File: src/bcrs_pkg.sv
// Shared types and constants for the best chi-square rotation selector.
`timescale 1ns / 1ps
`default_nettype none
package bcrs_pkg;

    localparam int ROTATIONS = 3;
    localparam int ROT_W     = (ROTATIONS > 1) ? $clog2(ROTATIONS) : 1;

    localparam int MASS_W    = 20;
    localparam int CFG_W     = 20;
    localparam int WEIGHT_W  = 32;
    localparam int SCORE_W   = 63;
    localparam int CFG_IDX_W = 4;

    // Shared multiplier: operands are MUL_W bits, the scaled distance is P_W bits
    // and is squared from its two halves.
    localparam int MUL_W   = 20;
    localparam int P_W     = 2 * MUL_W;
    localparam int ACC_W   = 2 * P_W;
    localparam int FRAC_SH = 16;
    localparam int LH_SH   = MUL_W + 1;
    localparam int HH_SH   = 2 * MUL_W;

    localparam logic [SCORE_W-1:0] SCORE_MAX = {SCORE_W{1'b1}};

    localparam int QUEUE_DEPTH = 2;
    localparam int QPTR_W      = $clog2(QUEUE_DEPTH);
    localparam int QCNT_W      = $clog2(QUEUE_DEPTH + 1);

    // Register indexes of the configuration port
    localparam logic [CFG_IDX_W-1:0] REG_PI0_CENTER  = 4'd0;
    localparam logic [CFG_IDX_W-1:0] REG_INV_SIG_PI0 = 4'd1;
    localparam logic [CFG_IDX_W-1:0] REG_ETA_CENTER  = 4'd2;
    localparam logic [CFG_IDX_W-1:0] REG_INV_SIG_ETA = 4'd3;
    localparam logic [CFG_IDX_W-1:0] REG_PI0_WIN_LO  = 4'd4;
    localparam logic [CFG_IDX_W-1:0] REG_PI0_WIN_HI  = 4'd5;
    localparam logic [CFG_IDX_W-1:0] REG_ETA_WIN_LO  = 4'd6;
    localparam logic [CFG_IDX_W-1:0] REG_ETA_WIN_HI  = 4'd7;

    localparam logic [CFG_W-1:0] RST_PI0_CENTER  = 20'd8847;
    localparam logic [CFG_W-1:0] RST_INV_SIG_PI0 = 20'd25600;
    localparam logic [CFG_W-1:0] RST_ETA_CENTER  = 20'd35848;
    localparam logic [CFG_W-1:0] RST_INV_SIG_ETA = 20'd5120;
    localparam logic [CFG_W-1:0] RST_PI0_WIN_LO  = 20'd8192;
    localparam logic [CFG_W-1:0] RST_PI0_WIN_HI  = 20'd9503;
    localparam logic [CFG_W-1:0] RST_ETA_WIN_LO  = 20'd32768;
    localparam logic [CFG_W-1:0] RST_ETA_WIN_HI  = 20'd39322;

    typedef struct packed {
        logic [CFG_W-1:0] pi0_center;
        logic [CFG_W-1:0] inv_sig_pi0;
        logic [CFG_W-1:0] eta_center;
        logic [CFG_W-1:0] inv_sig_eta;
        logic [CFG_W-1:0] pi0_win_lo;
        logic [CFG_W-1:0] pi0_win_hi;
        logic [CFG_W-1:0] eta_win_lo;
        logic [CFG_W-1:0] eta_win_hi;
    } cfg_t;

    // One candidate word, tagged with its place in the group
    typedef struct packed {
        logic                first;
        logic                last;
        logic [MASS_W-1:0]   eta;
        logic [MASS_W-1:0]   pi0;
        logic [MASS_W-1:0]   tot;
        logic [WEIGHT_W-1:0] weight;
    } item_t;

    // Queue status to the front and back end
    typedef struct packed {
        logic full;
        logic empty;
    } queue_stat_t;

    function automatic logic [MASS_W-1:0] abs_diff(input logic [MASS_W-1:0] a,
                                                   input logic [MASS_W-1:0] b);
        abs_diff = (a >= b) ? (a - b) : (b - a);
    endfunction

endpackage
`default_nettype wire

File: src/bcrs_front.sv
// Front end: accepts candidate words and tags first/last rotation of a group.
`timescale 1ns / 1ps
`default_nettype none
module bcrs_front (
    input  wire logic                          clk,
    input  wire logic                          rst_n,
    input  wire logic                          in_valid,
    output logic                               in_stall,
    input  wire logic [bcrs_pkg::MASS_W-1:0]   eta_pair_mass,
    input  wire logic [bcrs_pkg::MASS_W-1:0]   pi0_pair_mass,
    input  wire logic [bcrs_pkg::MASS_W-1:0]   total_mass,
    input  wire logic [bcrs_pkg::WEIGHT_W-1:0] weight,
    input  wire bcrs_pkg::queue_stat_t         qstat,
    output logic                               push,
    output bcrs_pkg::item_t                    push_item
);

    logic [bcrs_pkg::ROT_W-1:0] rot_reg;
    logic [bcrs_pkg::ROT_W-1:0] rot_next;
    logic                       is_last;

    assign in_stall = qstat.full;
    assign push     = in_valid && !qstat.full;
    assign is_last  = (rot_reg == bcrs_pkg::ROT_W'(bcrs_pkg::ROTATIONS - 1));

    always_comb
    begin
        push_item.first  = (rot_reg == '0);
        push_item.last   = is_last;
        push_item.eta    = eta_pair_mass;
        push_item.pi0    = pi0_pair_mass;
        push_item.tot    = total_mass;
        push_item.weight = weight;
    end

    always_comb
    begin
        rot_next = rot_reg;
        if (push)
        begin
            rot_next = is_last ? '0 : rot_reg + 1'b1;
        end
    end

    always_ff @(posedge clk or negedge rst_n)
    begin
        if (!rst_n)
        begin
            rot_reg <= '0;
        end
        else
        begin
            rot_reg <= rot_next;
        end
    end

endmodule
`default_nettype wire

File: src/bcrs_queue.sv
// Short word queue between front and back end.
`timescale 1ns / 1ps
`default_nettype none
module bcrs_queue (
    input  wire logic                  clk,
    input  wire logic                  rst_n,
    input  wire logic                  push,
    input  wire bcrs_pkg::item_t       push_item,
    input  wire logic                  pop,
    output bcrs_pkg::item_t            head,
    output bcrs_pkg::queue_stat_t      qstat
);

    bcrs_pkg::item_t                  mem_reg [bcrs_pkg::QUEUE_DEPTH];
    logic [bcrs_pkg::QPTR_W-1:0]      wr_ptr_reg;
    logic [bcrs_pkg::QPTR_W-1:0]      rd_ptr_reg;
    logic [bcrs_pkg::QCNT_W-1:0]      count_reg;
    logic [bcrs_pkg::QCNT_W-1:0]      count_next;

    assign qstat.full  = (count_reg == bcrs_pkg::QCNT_W'(bcrs_pkg::QUEUE_DEPTH));
    assign qstat.empty = (count_reg == '0);
    assign head        = mem_reg[rd_ptr_reg];

    always_comb
    begin
        count_next = count_reg;
        if (push && !pop)
        begin
            count_next = count_reg + 1'b1;
        end
        else if (pop && !push)
        begin
            count_next = count_reg - 1'b1;
        end
    end

    always_ff @(posedge clk)
    begin
        if (push)
        begin
            mem_reg[wr_ptr_reg] <= push_item;
        end
    end

    always_ff @(posedge clk or negedge rst_n)
    begin
        if (!rst_n)
        begin
            wr_ptr_reg <= '0;
            rd_ptr_reg <= '0;
            count_reg  <= '0;
        end
        else
        begin
            if (push)
            begin
                wr_ptr_reg <= wr_ptr_reg + 1'b1;
            end
            if (pop)
            begin
                rd_ptr_reg <= rd_ptr_reg + 1'b1;
            end
            count_reg <= count_next;
        end
    end

endmodule
`default_nettype wire

File: src/bcrs_back.sv
// Back end: scores one candidate on a shared multiplier and keeps the group minimum.
`timescale 1ns / 1ps
`default_nettype none
module bcrs_back (
    input  wire logic                          clk,
    input  wire logic                          rst_n,
    input  wire bcrs_pkg::cfg_t                cfg,
    input  wire bcrs_pkg::item_t               head,
    input  wire bcrs_pkg::queue_stat_t         qstat,
    output logic                               pop,
    output logic                               out_valid,
    input  wire logic                          out_stall,
    output logic                               accepted,
    output logic [bcrs_pkg::MASS_W-1:0]        selected_total_mass,
    output logic [bcrs_pkg::WEIGHT_W-1:0]      selected_weight,
    output logic [bcrs_pkg::SCORE_W-1:0]       selected_score
);

    typedef enum logic [7:0] {
        S_IDLE   = 8'b0000_0001,
        S_MULP   = 8'b0000_0010,
        S_SQ_LL  = 8'b0000_0100,
        S_SQ_LH  = 8'b0000_1000,
        S_SQ_HH  = 8'b0001_0000,
        S_SQ_ACC = 8'b0010_0000,
        S_TERM   = 8'b0100_0000,
        S_UPDATE = 8'b1000_0000
    } state_t;

    state_t                               state_reg;
    state_t                               state_next;
    logic                                 term_sel_reg;   // 0: eta term, 1: pi0 term
    bcrs_pkg::item_t                      item_reg;
    logic [bcrs_pkg::MASS_W-1:0]          d_eta_reg;
    logic [bcrs_pkg::MASS_W-1:0]          d_pi0_reg;
    logic [bcrs_pkg::P_W-1:0]             p_reg;
    logic [bcrs_pkg::P_W-1:0]             prod_reg;
    logic [bcrs_pkg::ACC_W-1:0]           acc_reg;
    logic [bcrs_pkg::SCORE_W-1:0]         score_reg;

    logic [bcrs_pkg::SCORE_W-1:0]         best_score_reg;
    logic [bcrs_pkg::MASS_W-1:0]          best_eta_reg;
    logic [bcrs_pkg::MASS_W-1:0]          best_pi0_reg;
    logic [bcrs_pkg::MASS_W-1:0]          best_tot_reg;
    logic [bcrs_pkg::WEIGHT_W-1:0]        best_weight_reg;

    logic                                 out_valid_reg;
    logic                                 accepted_reg;
    logic [bcrs_pkg::MASS_W-1:0]          sel_tot_reg;
    logic [bcrs_pkg::WEIGHT_W-1:0]        sel_weight_reg;
    logic [bcrs_pkg::SCORE_W-1:0]         sel_score_reg;

    logic [bcrs_pkg::MUL_W-1:0]           mul_a;
    logic [bcrs_pkg::MUL_W-1:0]           mul_b;
    logic [bcrs_pkg::P_W-1:0]             mul_p;
    logic [bcrs_pkg::MUL_W-1:0]           p_lo;
    logic [bcrs_pkg::MUL_W-1:0]           p_hi;
    logic [bcrs_pkg::SCORE_W-1:0]         term;
    logic [bcrs_pkg::SCORE_W:0]           score_sum;
    logic [bcrs_pkg::SCORE_W-1:0]         score_sat;

    logic                                 take;
    logic [bcrs_pkg::SCORE_W-1:0]         new_score;
    logic [bcrs_pkg::MASS_W-1:0]          new_eta;
    logic [bcrs_pkg::MASS_W-1:0]          new_pi0;
    logic [bcrs_pkg::MASS_W-1:0]          new_tot;
    logic [bcrs_pkg::WEIGHT_W-1:0]        new_weight;
    logic                                 win_ok;
    logic                                 out_free;
    logic                                 emit;
    logic                                 commit;

    assign p_lo = p_reg[bcrs_pkg::MUL_W-1:0];
    assign p_hi = p_reg[bcrs_pkg::P_W-1:bcrs_pkg::MUL_W];

    // single shared multiplier, operand select by step
    always_comb
    begin
        mul_a = p_lo;
        mul_b = p_lo;
        unique case (state_reg)
            S_MULP:
            begin
                mul_a = term_sel_reg ? d_pi0_reg : d_eta_reg;
                mul_b = term_sel_reg ? cfg.inv_sig_pi0 : cfg.inv_sig_eta;
            end
            S_SQ_LH:
            begin
                mul_a = p_hi;
                mul_b = p_lo;
            end
            S_SQ_HH:
            begin
                mul_a = p_hi;
                mul_b = p_hi;
            end
            default:
            begin
                mul_a = p_lo;
                mul_b = p_lo;
            end
        endcase
    end

    assign mul_p = mul_a * mul_b;

    // floor(p^2 / 2^16), saturated
    assign term = (|acc_reg[bcrs_pkg::ACC_W-1:bcrs_pkg::FRAC_SH+bcrs_pkg::SCORE_W])
                  ? bcrs_pkg::SCORE_MAX
                  : acc_reg[bcrs_pkg::FRAC_SH+bcrs_pkg::SCORE_W-1:bcrs_pkg::FRAC_SH];

    assign score_sum = {1'b0, score_reg} + {1'b0, term};
    assign score_sat = score_sum[bcrs_pkg::SCORE_W] ? bcrs_pkg::SCORE_MAX
                                                    : score_sum[bcrs_pkg::SCORE_W-1:0];

    // running minimum; ties keep the earlier rotation
    assign take       = item_reg.first || (score_reg < best_score_reg);
    assign new_score  = take ? score_reg       : best_score_reg;
    assign new_eta    = take ? item_reg.eta    : best_eta_reg;
    assign new_pi0    = take ? item_reg.pi0    : best_pi0_reg;
    assign new_tot    = take ? item_reg.tot    : best_tot_reg;
    assign new_weight = take ? item_reg.weight : best_weight_reg;

    assign win_ok = (new_eta >= cfg.eta_win_lo) && (new_eta <= cfg.eta_win_hi) &&
                    (new_pi0 >= cfg.pi0_win_lo) && (new_pi0 <= cfg.pi0_win_hi);

    assign out_free = !out_valid_reg || !out_stall;
    assign commit   = (state_reg == S_UPDATE) && (!item_reg.last || out_free);
    assign emit     = commit && item_reg.last;
    assign pop      = (state_reg == S_IDLE) && !qstat.empty;

    always_comb
    begin
        state_next = state_reg;
        unique case (state_reg)
            S_IDLE:   state_next = qstat.empty ? S_IDLE : S_MULP;
            S_MULP:   state_next = S_SQ_LL;
            S_SQ_LL:  state_next = S_SQ_LH;
            S_SQ_LH:  state_next = S_SQ_HH;
            S_SQ_HH:  state_next = S_SQ_ACC;
            S_SQ_ACC: state_next = S_TERM;
            S_TERM:   state_next = term_sel_reg ? S_UPDATE : S_MULP;
            S_UPDATE: state_next = commit ? S_IDLE : S_UPDATE;
            default:  state_next = S_IDLE;
        endcase
    end

    always_ff @(posedge clk or negedge rst_n)
    begin
        if (!rst_n)
        begin
            state_reg       <= S_IDLE;
            term_sel_reg    <= 1'b0;
            out_valid_reg   <= 1'b0;
            best_score_reg  <= bcrs_pkg::SCORE_MAX;
            best_eta_reg    <= '0;
            best_pi0_reg    <= '0;
            best_tot_reg    <= '0;
            best_weight_reg <= '0;
        end
        else
        begin
            state_reg <= state_next;
            if (pop)
            begin
                term_sel_reg <= 1'b0;
            end
            else if (state_reg == S_TERM)
            begin
                term_sel_reg <= 1'b1;
            end

            if (emit)
            begin
                out_valid_reg <= 1'b1;
            end
            else if (!out_stall)
            begin
                out_valid_reg <= 1'b0;
            end

            if (commit)
            begin
                if (item_reg.last)
                begin
                    best_score_reg <= bcrs_pkg::SCORE_MAX;
                end
                else
                begin
                    best_score_reg <= new_score;
                end
                best_eta_reg    <= new_eta;
                best_pi0_reg    <= new_pi0;
                best_tot_reg    <= new_tot;
                best_weight_reg <= new_weight;
            end
        end
    end

    // datapath, no reset
    always_ff @(posedge clk)
    begin
        if (pop)
        begin
            item_reg  <= head;
            d_eta_reg <= bcrs_pkg::abs_diff(head.eta, cfg.eta_center);
            d_pi0_reg <= bcrs_pkg::abs_diff(head.pi0, cfg.pi0_center);
        end
        unique case (state_reg)
            S_MULP:
            begin
                p_reg <= mul_p;
            end
            S_SQ_LL:
            begin
                prod_reg <= mul_p;
                acc_reg  <= '0;
            end
            S_SQ_LH:
            begin
                prod_reg <= mul_p;
                acc_reg  <= acc_reg + bcrs_pkg::ACC_W'(prod_reg);
            end
            S_SQ_HH:
            begin
                prod_reg <= mul_p;
                acc_reg  <= acc_reg + (bcrs_pkg::ACC_W'(prod_reg) << bcrs_pkg::LH_SH);
            end
            S_SQ_ACC:
            begin
                acc_reg <= acc_reg + (bcrs_pkg::ACC_W'(prod_reg) << bcrs_pkg::HH_SH);
            end
            S_TERM:
            begin
                score_reg <= term_sel_reg ? score_sat : term;
            end
            default:
            begin
            end
        endcase
        if (emit)
        begin
            accepted_reg   <= win_ok;
            sel_tot_reg    <= new_tot;
            sel_weight_reg <= new_weight;
            sel_score_reg  <= new_score;
        end
    end

    assign out_valid           = out_valid_reg;
    assign accepted            = accepted_reg;
    assign selected_total_mass = sel_tot_reg;
    assign selected_weight     = sel_weight_reg;
    assign selected_score      = sel_score_reg;

endmodule
`default_nettype wire

File: src/best_chi2_rotation_selector.sv
// Top level of the best chi-square rotation selector: config registers and front/queue/back.
//
//  Channel  | Signals                                            | Direction
//  ---------+----------------------------------------------------+----------
//  input    | in_valid, in_stall, eta/pi0_pair_mass, total_mass, | in
//           | weight                                             |
//  output   | out_valid, out_stall, accepted, selected_*         | out
//  config   | cfg_valid, cfg_ready, cfg_index, cfg_data          | in
//
// Each candidate word passes through the back end in order: it is popped and
// both mass distances are formed, then each chi-square term runs on the single
// shared 20x20 multiplier (scale, three partial squares, final add, saturate),
// and last the group minimum is updated. That multiplier sets the rate.
// A two-word queue lets the front take words while the back end is busy.
// One result word per group of ROTATIONS candidates, on the last one.
// Reset (rst_n, async, low) clears the rotation count, queue and output
// valid, so a partial group is dropped; config returns to defaults.
// out_stall holds the result register; the back end then waits in its
// update step only when it has a new result to write.
`timescale 1ns / 1ps
`default_nettype none
module best_chi2_rotation_selector (
    input  wire logic                              clk,
    input  wire logic                              rst_n,

    input  wire logic                              in_valid,
    output logic                                   in_stall,
    input  wire logic [bcrs_pkg::MASS_W-1:0]       eta_pair_mass,
    input  wire logic [bcrs_pkg::MASS_W-1:0]       pi0_pair_mass,
    input  wire logic [bcrs_pkg::MASS_W-1:0]       total_mass,
    input  wire logic [bcrs_pkg::WEIGHT_W-1:0]     weight,

    output logic                                   out_valid,
    input  wire logic                              out_stall,
    output logic                                   accepted,
    output logic [bcrs_pkg::MASS_W-1:0]            selected_total_mass,
    output logic [bcrs_pkg::WEIGHT_W-1:0]          selected_weight,
    output logic [bcrs_pkg::SCORE_W-1:0]           selected_score,

    input  wire logic                              cfg_valid,
    output logic                                   cfg_ready,
    input  wire logic [bcrs_pkg::CFG_IDX_W-1:0]    cfg_index,
    input  wire logic [bcrs_pkg::CFG_W-1:0]        cfg_data
);

    bcrs_pkg::cfg_t        cfg_reg;
    bcrs_pkg::item_t       push_item;
    bcrs_pkg::item_t       head;
    bcrs_pkg::queue_stat_t qstat;
    logic                  push;
    logic                  pop;

    // config writes always taken; indexes past the last register are dropped
    assign cfg_ready = 1'b1;

    always_ff @(posedge clk or negedge rst_n)
    begin
        if (!rst_n)
        begin
            cfg_reg.pi0_center  <= bcrs_pkg::RST_PI0_CENTER;
            cfg_reg.inv_sig_pi0 <= bcrs_pkg::RST_INV_SIG_PI0;
            cfg_reg.eta_center  <= bcrs_pkg::RST_ETA_CENTER;
            cfg_reg.inv_sig_eta <= bcrs_pkg::RST_INV_SIG_ETA;
            cfg_reg.pi0_win_lo  <= bcrs_pkg::RST_PI0_WIN_LO;
            cfg_reg.pi0_win_hi  <= bcrs_pkg::RST_PI0_WIN_HI;
            cfg_reg.eta_win_lo  <= bcrs_pkg::RST_ETA_WIN_LO;
            cfg_reg.eta_win_hi  <= bcrs_pkg::RST_ETA_WIN_HI;
        end
        else if (cfg_valid && cfg_ready)
        begin
            unique case (cfg_index)
                bcrs_pkg::REG_PI0_CENTER:  cfg_reg.pi0_center  <= cfg_data;
                bcrs_pkg::REG_INV_SIG_PI0: cfg_reg.inv_sig_pi0 <= cfg_data;
                bcrs_pkg::REG_ETA_CENTER:  cfg_reg.eta_center  <= cfg_data;
                bcrs_pkg::REG_INV_SIG_ETA: cfg_reg.inv_sig_eta <= cfg_data;
                bcrs_pkg::REG_PI0_WIN_LO:  cfg_reg.pi0_win_lo  <= cfg_data;
                bcrs_pkg::REG_PI0_WIN_HI:  cfg_reg.pi0_win_hi  <= cfg_data;
                bcrs_pkg::REG_ETA_WIN_LO:  cfg_reg.eta_win_lo  <= cfg_data;
                bcrs_pkg::REG_ETA_WIN_HI:  cfg_reg.eta_win_hi  <= cfg_data;
                default:
                begin
                end
            endcase
        end
    end

    bcrs_front u_front (
        .clk           (clk),
        .rst_n         (rst_n),
        .in_valid      (in_valid),
        .in_stall      (in_stall),
        .eta_pair_mass (eta_pair_mass),
        .pi0_pair_mass (pi0_pair_mass),
        .total_mass    (total_mass),
        .weight        (weight),
        .qstat         (qstat),
        .push          (push),
        .push_item     (push_item)
    );

    bcrs_queue u_queue (
        .clk       (clk),
        .rst_n     (rst_n),
        .push      (push),
        .push_item (push_item),
        .pop       (pop),
        .head      (head),
        .qstat     (qstat)
    );

    bcrs_back u_back (
        .clk                 (clk),
        .rst_n               (rst_n),
        .cfg                 (cfg_reg),
        .head                (head),
        .qstat               (qstat),
        .pop                 (pop),
        .out_valid           (out_valid),
        .out_stall           (out_stall),
        .accepted            (accepted),
        .selected_total_mass (selected_total_mass),
        .selected_weight     (selected_weight),
        .selected_score      (selected_score)
    );

endmodule
`default_nettype wire
File: config.mk
export PLATFORM = sky130hd
export DESIGN_NAME = best_chi2_rotation_selector
export DESIGN_NICKNAME = d
export VERILOG_FILES = /design/src/bcrs_pkg.sv /design/src/bcrs_front.sv /design/src/bcrs_queue.sv /design/src/bcrs_back.sv /design/src/best_chi2_rotation_selector.sv
export SDC_FILE = /design/constraint.sdc
export NUM_CORES = 2
export LEC_CHECK = 0
export BUFFER_PORTS_ARGS = -buffer_cell sky130_fd_sc_hd__buf_2
export CORE_ASPECT_RATIO = 0.6
export CORE_MARGIN = 8
export CORE_UTILIZATION = 40
export DETAILED_ROUTE_END_ITERATION = 10
export SLEW_MARGIN = 20
export SYNTH_ARGS = -nofsm -noshare
export SYNTH_HDL_FRONTEND = slang
export SYNTH_SLANG_ARGS = --single-unit
export TNS_END_PERCENT = 30
File: constraint.sdc
create_clock -name clk -period 18.3 [get_ports clk]
set_input_delay 0.915 -clock clk [delete_from_list [all_inputs] [get_ports clk]]
set_output_delay 0.915 -clock clk [all_outputs]
set_load 0.01 [all_outputs]
* Word level (Yosys, flattened, before mapping)
Memory sizes are Yosys's and may differ from the RTL's.
Cells that the tools add are included.
** Storage, ports and cells
- Bits in registers :: 804
- Memory bits (writable) :: 188
- Input port bits :: 121
- Output and inout port bits :: 119
- Logic and storage cells :: 140
- Memories :: 1
** Operators by class
- Add/sub/neg operators :: 13
- Multiply operators :: 1
- Order comparisons :: 7
- Equal/unequal tests :: 18
- Muxes and demuxes :: 29
- Reductions and logical operators :: 35
** Memories
- u_queue.mem_reg :: words 2, width 94, rd ports 1, clocked after Yosys merged registers in 0, wr ports 1, line bcrs_queue.sv:14 : bcrs_pkg::item_t mem_reg [bcrs_pkg::QUEUE_DEPTH];
** Operator list (number)
- $pmux W80 S4 :: 1
- $mux W63 :: 5
- $mux W20 :: 7
- $add A80 B40 Y80 :: 1
- $add A80 B61 Y80 :: 1
- $add A80 B80 Y80 :: 1
- $ge A20 B20 Y1 :: 4
- $pmux W20 S2 :: 2
- $sub A20 B20 Y20 :: 4
- $add A63 B63 Y64 :: 1
- $pmux W8 S8 :: 1
- $lt A63 B63 Y1 :: 1
- $le A20 B20 Y1 :: 2
- $mul A20 B20 Y40 :: 1
- $mux W32 :: 1
- $eq A4 B3 Y1 const B :: 4
- $mux W8 :: 2
- $reduce_and A2 Y1 :: 8
- $logic_and A1 B1 Y1 :: 9
- $eq A4 B2 Y1 const B :: 2
- $eq A8 B1 Y1 const B :: 1
- $eq A8 B2 Y1 const B :: 1
- $eq A8 B3 Y1 const B :: 1
- $eq A8 B4 Y1 const B :: 1
- other kinds (20) :: 41

* Longest topological paths before layout
- Depth after elaboration :: 7
- Depth in mapped cells :: 36
- Gate-level depth less buffers :: 33

* Modules after synthesis
A second synthesis with hierarchy kept.
** Second synthesis, totals
- Cell total of the unflattened synthesis :: 6411
- Area, all modules :: 70545.2 sq um
** Modules (own cells, without submodules)
- bcrs_back :: times used 1, cells each 5650, area each 56505.4 sq um, seq. area each 18412.7 sq um
- bcrs_queue :: times used 1, cells each 309, area each 7180.6 sq um, seq. area each 5745.5 sq um
- best_chi2_rotation_selector :: times used 1, cells each 350, area each 6043.3 sq um, seq. area each 4046.4 sq um
- bcrs_front :: times used 1, cells each 102, area each 815.8 sq um, seq. area each 50.0 sq um

* Worst setup path before layout
Ideal clock, no wire load.
- Kind :: register to register
- From :: register u_back.state_reg[3]
- To :: register u_back.p_reg[32] in the netlist's numbering (data pin)
- Data arrival time :: 9240 ps
- Setup slack :: 8791 ps
- Cell stages (with the launch flop) :: 36
- Buffers on the path :: 3
- Clock period less this slack :: 9509 ps
- Cell sequence :: dfrtp_1 -> nor2_1 -> nand2_1 -> or3_1 -> or3b_1 -> clkbuf_1 -> inv_1 -> nor2_1 -> clkbuf_1 -> buf_2 -> a21oi_1 -> nor2_1 -> fa_1 -> fa_1 -> inv_1 -> fa_1 -> inv_1 -> fa_1 -> inv_1 -> fa_1 -> inv_1 -> fa_1 -> inv_1 -> fa_1 -> inv_1 -> ha_1 -> a21oi_1 -> nor2_1 -> a311oi_2 -> o21ai_1 -> a31oi_1 -> o21ai_1 -> a41o_1 -> a21oi_1 -> o21bai_1 -> xor2_1
** Between the ends
- Word-level cells in the longest chain between the ends :: 4
- Elaborated cells on any way between the ends :: 7
- Those cells by class :: 1 x mul; 3 x eq/ne; 2 x mux; 1 x reduce/logical
** RTL lines
- from (decl) :: line bcrs_back.sv:30 : state_t state_reg;
- from (signal assigned) :: line bcrs_back.sv:163 : state_reg <= state_next;
- $eq A8 B4 Y1 or $eq A8 B5 Y1 (tied branches) :: line bcrs_back.sv:81 : unique case (state_reg)
- $reduce_or A2 Y1 (no source line)
- $pmux W20 S2 :: line bcrs_back.sv:81
- $mul A20 B20 Y40 (*) :: line bcrs_back.sv:105 : assign mul_p = mul_a * mul_b;
- named net u_back.mul_p (one bit) :: line bcrs_back.sv:55 : logic [bcrs_pkg::P_W-1:0] mul_p;
- to (signal assigned) :: line bcrs_back.sv:212 : p_reg <= mul_p;
- to (decl) :: line bcrs_back.sv:36 : logic [bcrs_pkg::P_W-1:0] p_reg;
Mark *: on every way through the listed nets, which the timed path passes. The rest lies on a longest branch.
A chain may end at the register's enable or synchronous reset.

* Worst setup path after layout
- From :: register u_back.state_reg[3]
- To :: register u_back.prod_reg[38] in the netlist's numbering (data pin)
** Between the ends
- Word-level cells in the longest chain between the ends :: 4
- Elaborated cells on any way between the ends :: 7
- Those cells by class :: 1 x mul; 3 x eq/ne; 2 x mux; 1 x reduce/logical
** RTL lines
- $eq A8 B4 Y1 or $eq A8 B5 Y1 (tied branches) :: line bcrs_back.sv:81
- $reduce_or A2 Y1 (no source line)
- $pmux W20 S2 :: line bcrs_back.sv:81
- $mul A20 B20 Y40 (*) :: line bcrs_back.sv:105
- named net u_back.mul_p (one bit) :: line bcrs_back.sv:55
- to (signal assigned) :: line bcrs_back.sv:216 : prod_reg <= mul_p;
- to (signal assigned) :: line bcrs_back.sv:221 : prod_reg <= mul_p;
- to (signal assigned) :: line bcrs_back.sv:226 : prod_reg <= mul_p;
- to (decl) :: line bcrs_back.sv:37 : logic [bcrs_pkg::P_W-1:0] prod_reg;
Marks and branches as above.

==> metrics.txt <==
status=complete, no violations; vias post-DR=51000; busiest layer in global routing=met1; sequential-to-total area share from yosys stat=40.4%; pin count of the biggest net entering global routing=146; Setup violations, final=0; final instance area=76900 um^2; Slowest Stage Delay on Critical Path=~0.87 ns; Fill cells=16500; layout cell share with drive strength beyond 1=~16%; Worst setup EP type=flop; starting DRC count in detailed routing=5390; met3 Track Usage GR=under 10%; die boundary height=340 um; final WL=213000 um; max reg flops=188; Final nets=~7700; GP Congestion=0.975; fin. max-slew vios=0; Routed Antenna Nets=0; Placement Rows=119; Worst Skew=about 0.044 ns; startpoint types=flop; #FFs+latches synth=~1000; critical path arrival=11.64 ns; final hold vios=0; initial antenna violation count=11; Slew @ Worst Pin=1.12 ns; vias per cell=5.61; Longest Clk Path Bufs=3; first-pass GRT wire length=321000 um; met1 GRT Util=between 30% and 40%; Slowest cell on crit path=a31oi_1; residual DRC count=0; Initial Util=40.1%; Die Width=556 um; Main synth FF type=edfxtp_1; Max Clock Freq=0.0893 GHz; detailed placement HPWL=163000 um; Final period util=roughly three fifths; Max Cap Viol=0; Setup TNS Final=0 ns; worst min-delay path class=in2async; I/O Pins=240; Synth cell types=98; WL per Instance=between 20 and 25 um; met2 usage=29.9%; grt total ovfl=0; total CTS buffers=between 90 and 100; cell area after synthesis=between 60000 and 70000 um^2; number of synthesized flops with an enable pin=661; Port Buf Inserts=238; Global Route Usage Sum=21.9%; CTS Root Cell=clkbuf_16; vias in the first global route=49900; post-CTS sizing=0; Worst-path clk slew=0.06 ns; kind of critical path=reg2reg; Syn Inst Count=approximately 6500; RSZ-0062 raised after global routing=false; Mapped Avg Cell Area=10.7 um^2; fraction of registers with async set/reset=33.4%; H-tree levels=3; Slew HR=25.6%; share of the synthesized area in the top cell type=28.4%; Synth area leaders=edfxtp_1 (28%), ha_1 (9.9%), fa_1 (9.4%), dfrtp_1 (8.3%), mux2_2 (6.0%); core area=175000 um^2; final hold slack=0.277 ns; CTS tree=yes; YS warnings=0; Post CTS Setup Buffer Count=0; Yosys top cell by area=edfxtp_1; Syn Nets=around 7500; die footprint=between 150000 and 200000 um^2; CTS Hold Buffers Added=0; Layout area overhead=9.94%; Max Fanout on Critical Path=42; Placement Cell Area=between 70000 and 80000 um^2; clock sinks=992; CP Data Required Time=18.73 ns; Final Critical Period=approximately 11 ns; drt first pass iters=6; clk_lat worst skew=between 0.7 and 0.8 ns
metrics by stage:
step                instances  worst slack (ns)  utilization, %
finish                   9091              7.10            44.0
global route             9087              6.73            44.0
CTS                      9087              7.34            44.0
detailed placement       8913              7.32            42.2
global placement         8913              7.49            42.2
floorplan                6525              8.79               -
layout by cell type, fill, tap and decap left out, types with 102 or more instances in the layout:
cell	instances
edfxtp_1	661
xor2_1	102
ha_1	553
o21ai_0	276
nand2_1	478
buf_2	237
inv_1	663
mux2_2	374
xnor2_1	181
mux2i_1	103
dfrtp_1	231
a21oi_1	382
fa_1	328
nor2_1	411
o22a_1	124
a21o_1	285
final timing paths:
| check | startpoint | to | slack, ns | cells after the start |
|---|---|---|---|---|
| worst max-delay path | u_back.state_reg[3] | u_back.prod_reg[38] | 7.10 | 35 |
| worst min-delay path | rst_n | u_back.best_tot_reg[7] | 0.28 | 1 |
| worst max register to register | u_back.state_reg[3] | u_back.prod_reg[38] | 7.10 | 35 |
| worst min register to register | u_back.best_eta_reg[16] | u_back.best_eta_reg[16] | 0.48 | 1 |
| max in group asynchronous | rst_n | cfg_reg[34] | 15.91 | 3 |
| min in group clk | pi0_pair_mass[14] | u_queue.mem_reg[0][66] | 0.40 | 1 |
routing by layer:
metal,routed length (um),vias to the layer above
met5,68,-
met4,3540,12
met3,21500,253
met2,83800,2048
met1,104000,25400
li1,-,23300
cell families after synthesis:
family / count (synthesis) / synth area share, %
AOI/OAI and AO/OA: 1459 / 13.8
xor gates and xnor gates: 283 / 3.55
muxes: 514 / 8.09
adders and majority gates: 881 / 19.3
and+or+nand+nor: 1429 / 9.47
DFF: 992 / 40.4
other: 1 / 0.00536
buffers and inverters: 966 / 5.40
worst max-delay path: cells and delay by family (launching register included):
| kind | cells | cell delay, ns |
|---|---|---|
| xor+xnor | 1 | 0.19 |
| fa+ha+maj | 8 | 3.94 |
| buf+inv | 10 | 1.75 |
| compound gates | 9 | 3.37 |
| flops | 1 | 0.40 |
| simple gates | 7 | 1.29 |
synth_stat cells (all sizes together) (41+ instances only):
library cell	number
buf	75
nor2	417
o22a	124
mux2	411
mux2i	103
nor3	56
a21oi	390
o21ai	300
xor2	102
dfstp	98
ha	553
dfrtp	233
a31oi	41
clkbuf	226
nand4	80
edfxtp	661
a21o	285
nor2b	44
or2	76
nand2	481
xnor2	181
fa	328
inv	665
nand2b	50
nand3	88
o21bai	45
final cells by class:
class / instances / area, um^2 / share of cell area, %
diodes: 4 / 10.0 / 0.0130
clock buffers: 125 / 2570 / 3.35
clock inverters: 49 / 643 / 0.837
inverters: 665 / 2500 / 3.25
multi-input cells: 4567 / 38000 / 49.5
flip-flops and latches: 992 / 28300 / 36.8
well taps: 2359 / 2950 / 3.84
repair buffers: 330 / 1900 / 2.48
Power is not shown: default switching activity piles up to over one toggle a cycle in this logic, so the estimate is an artifact.
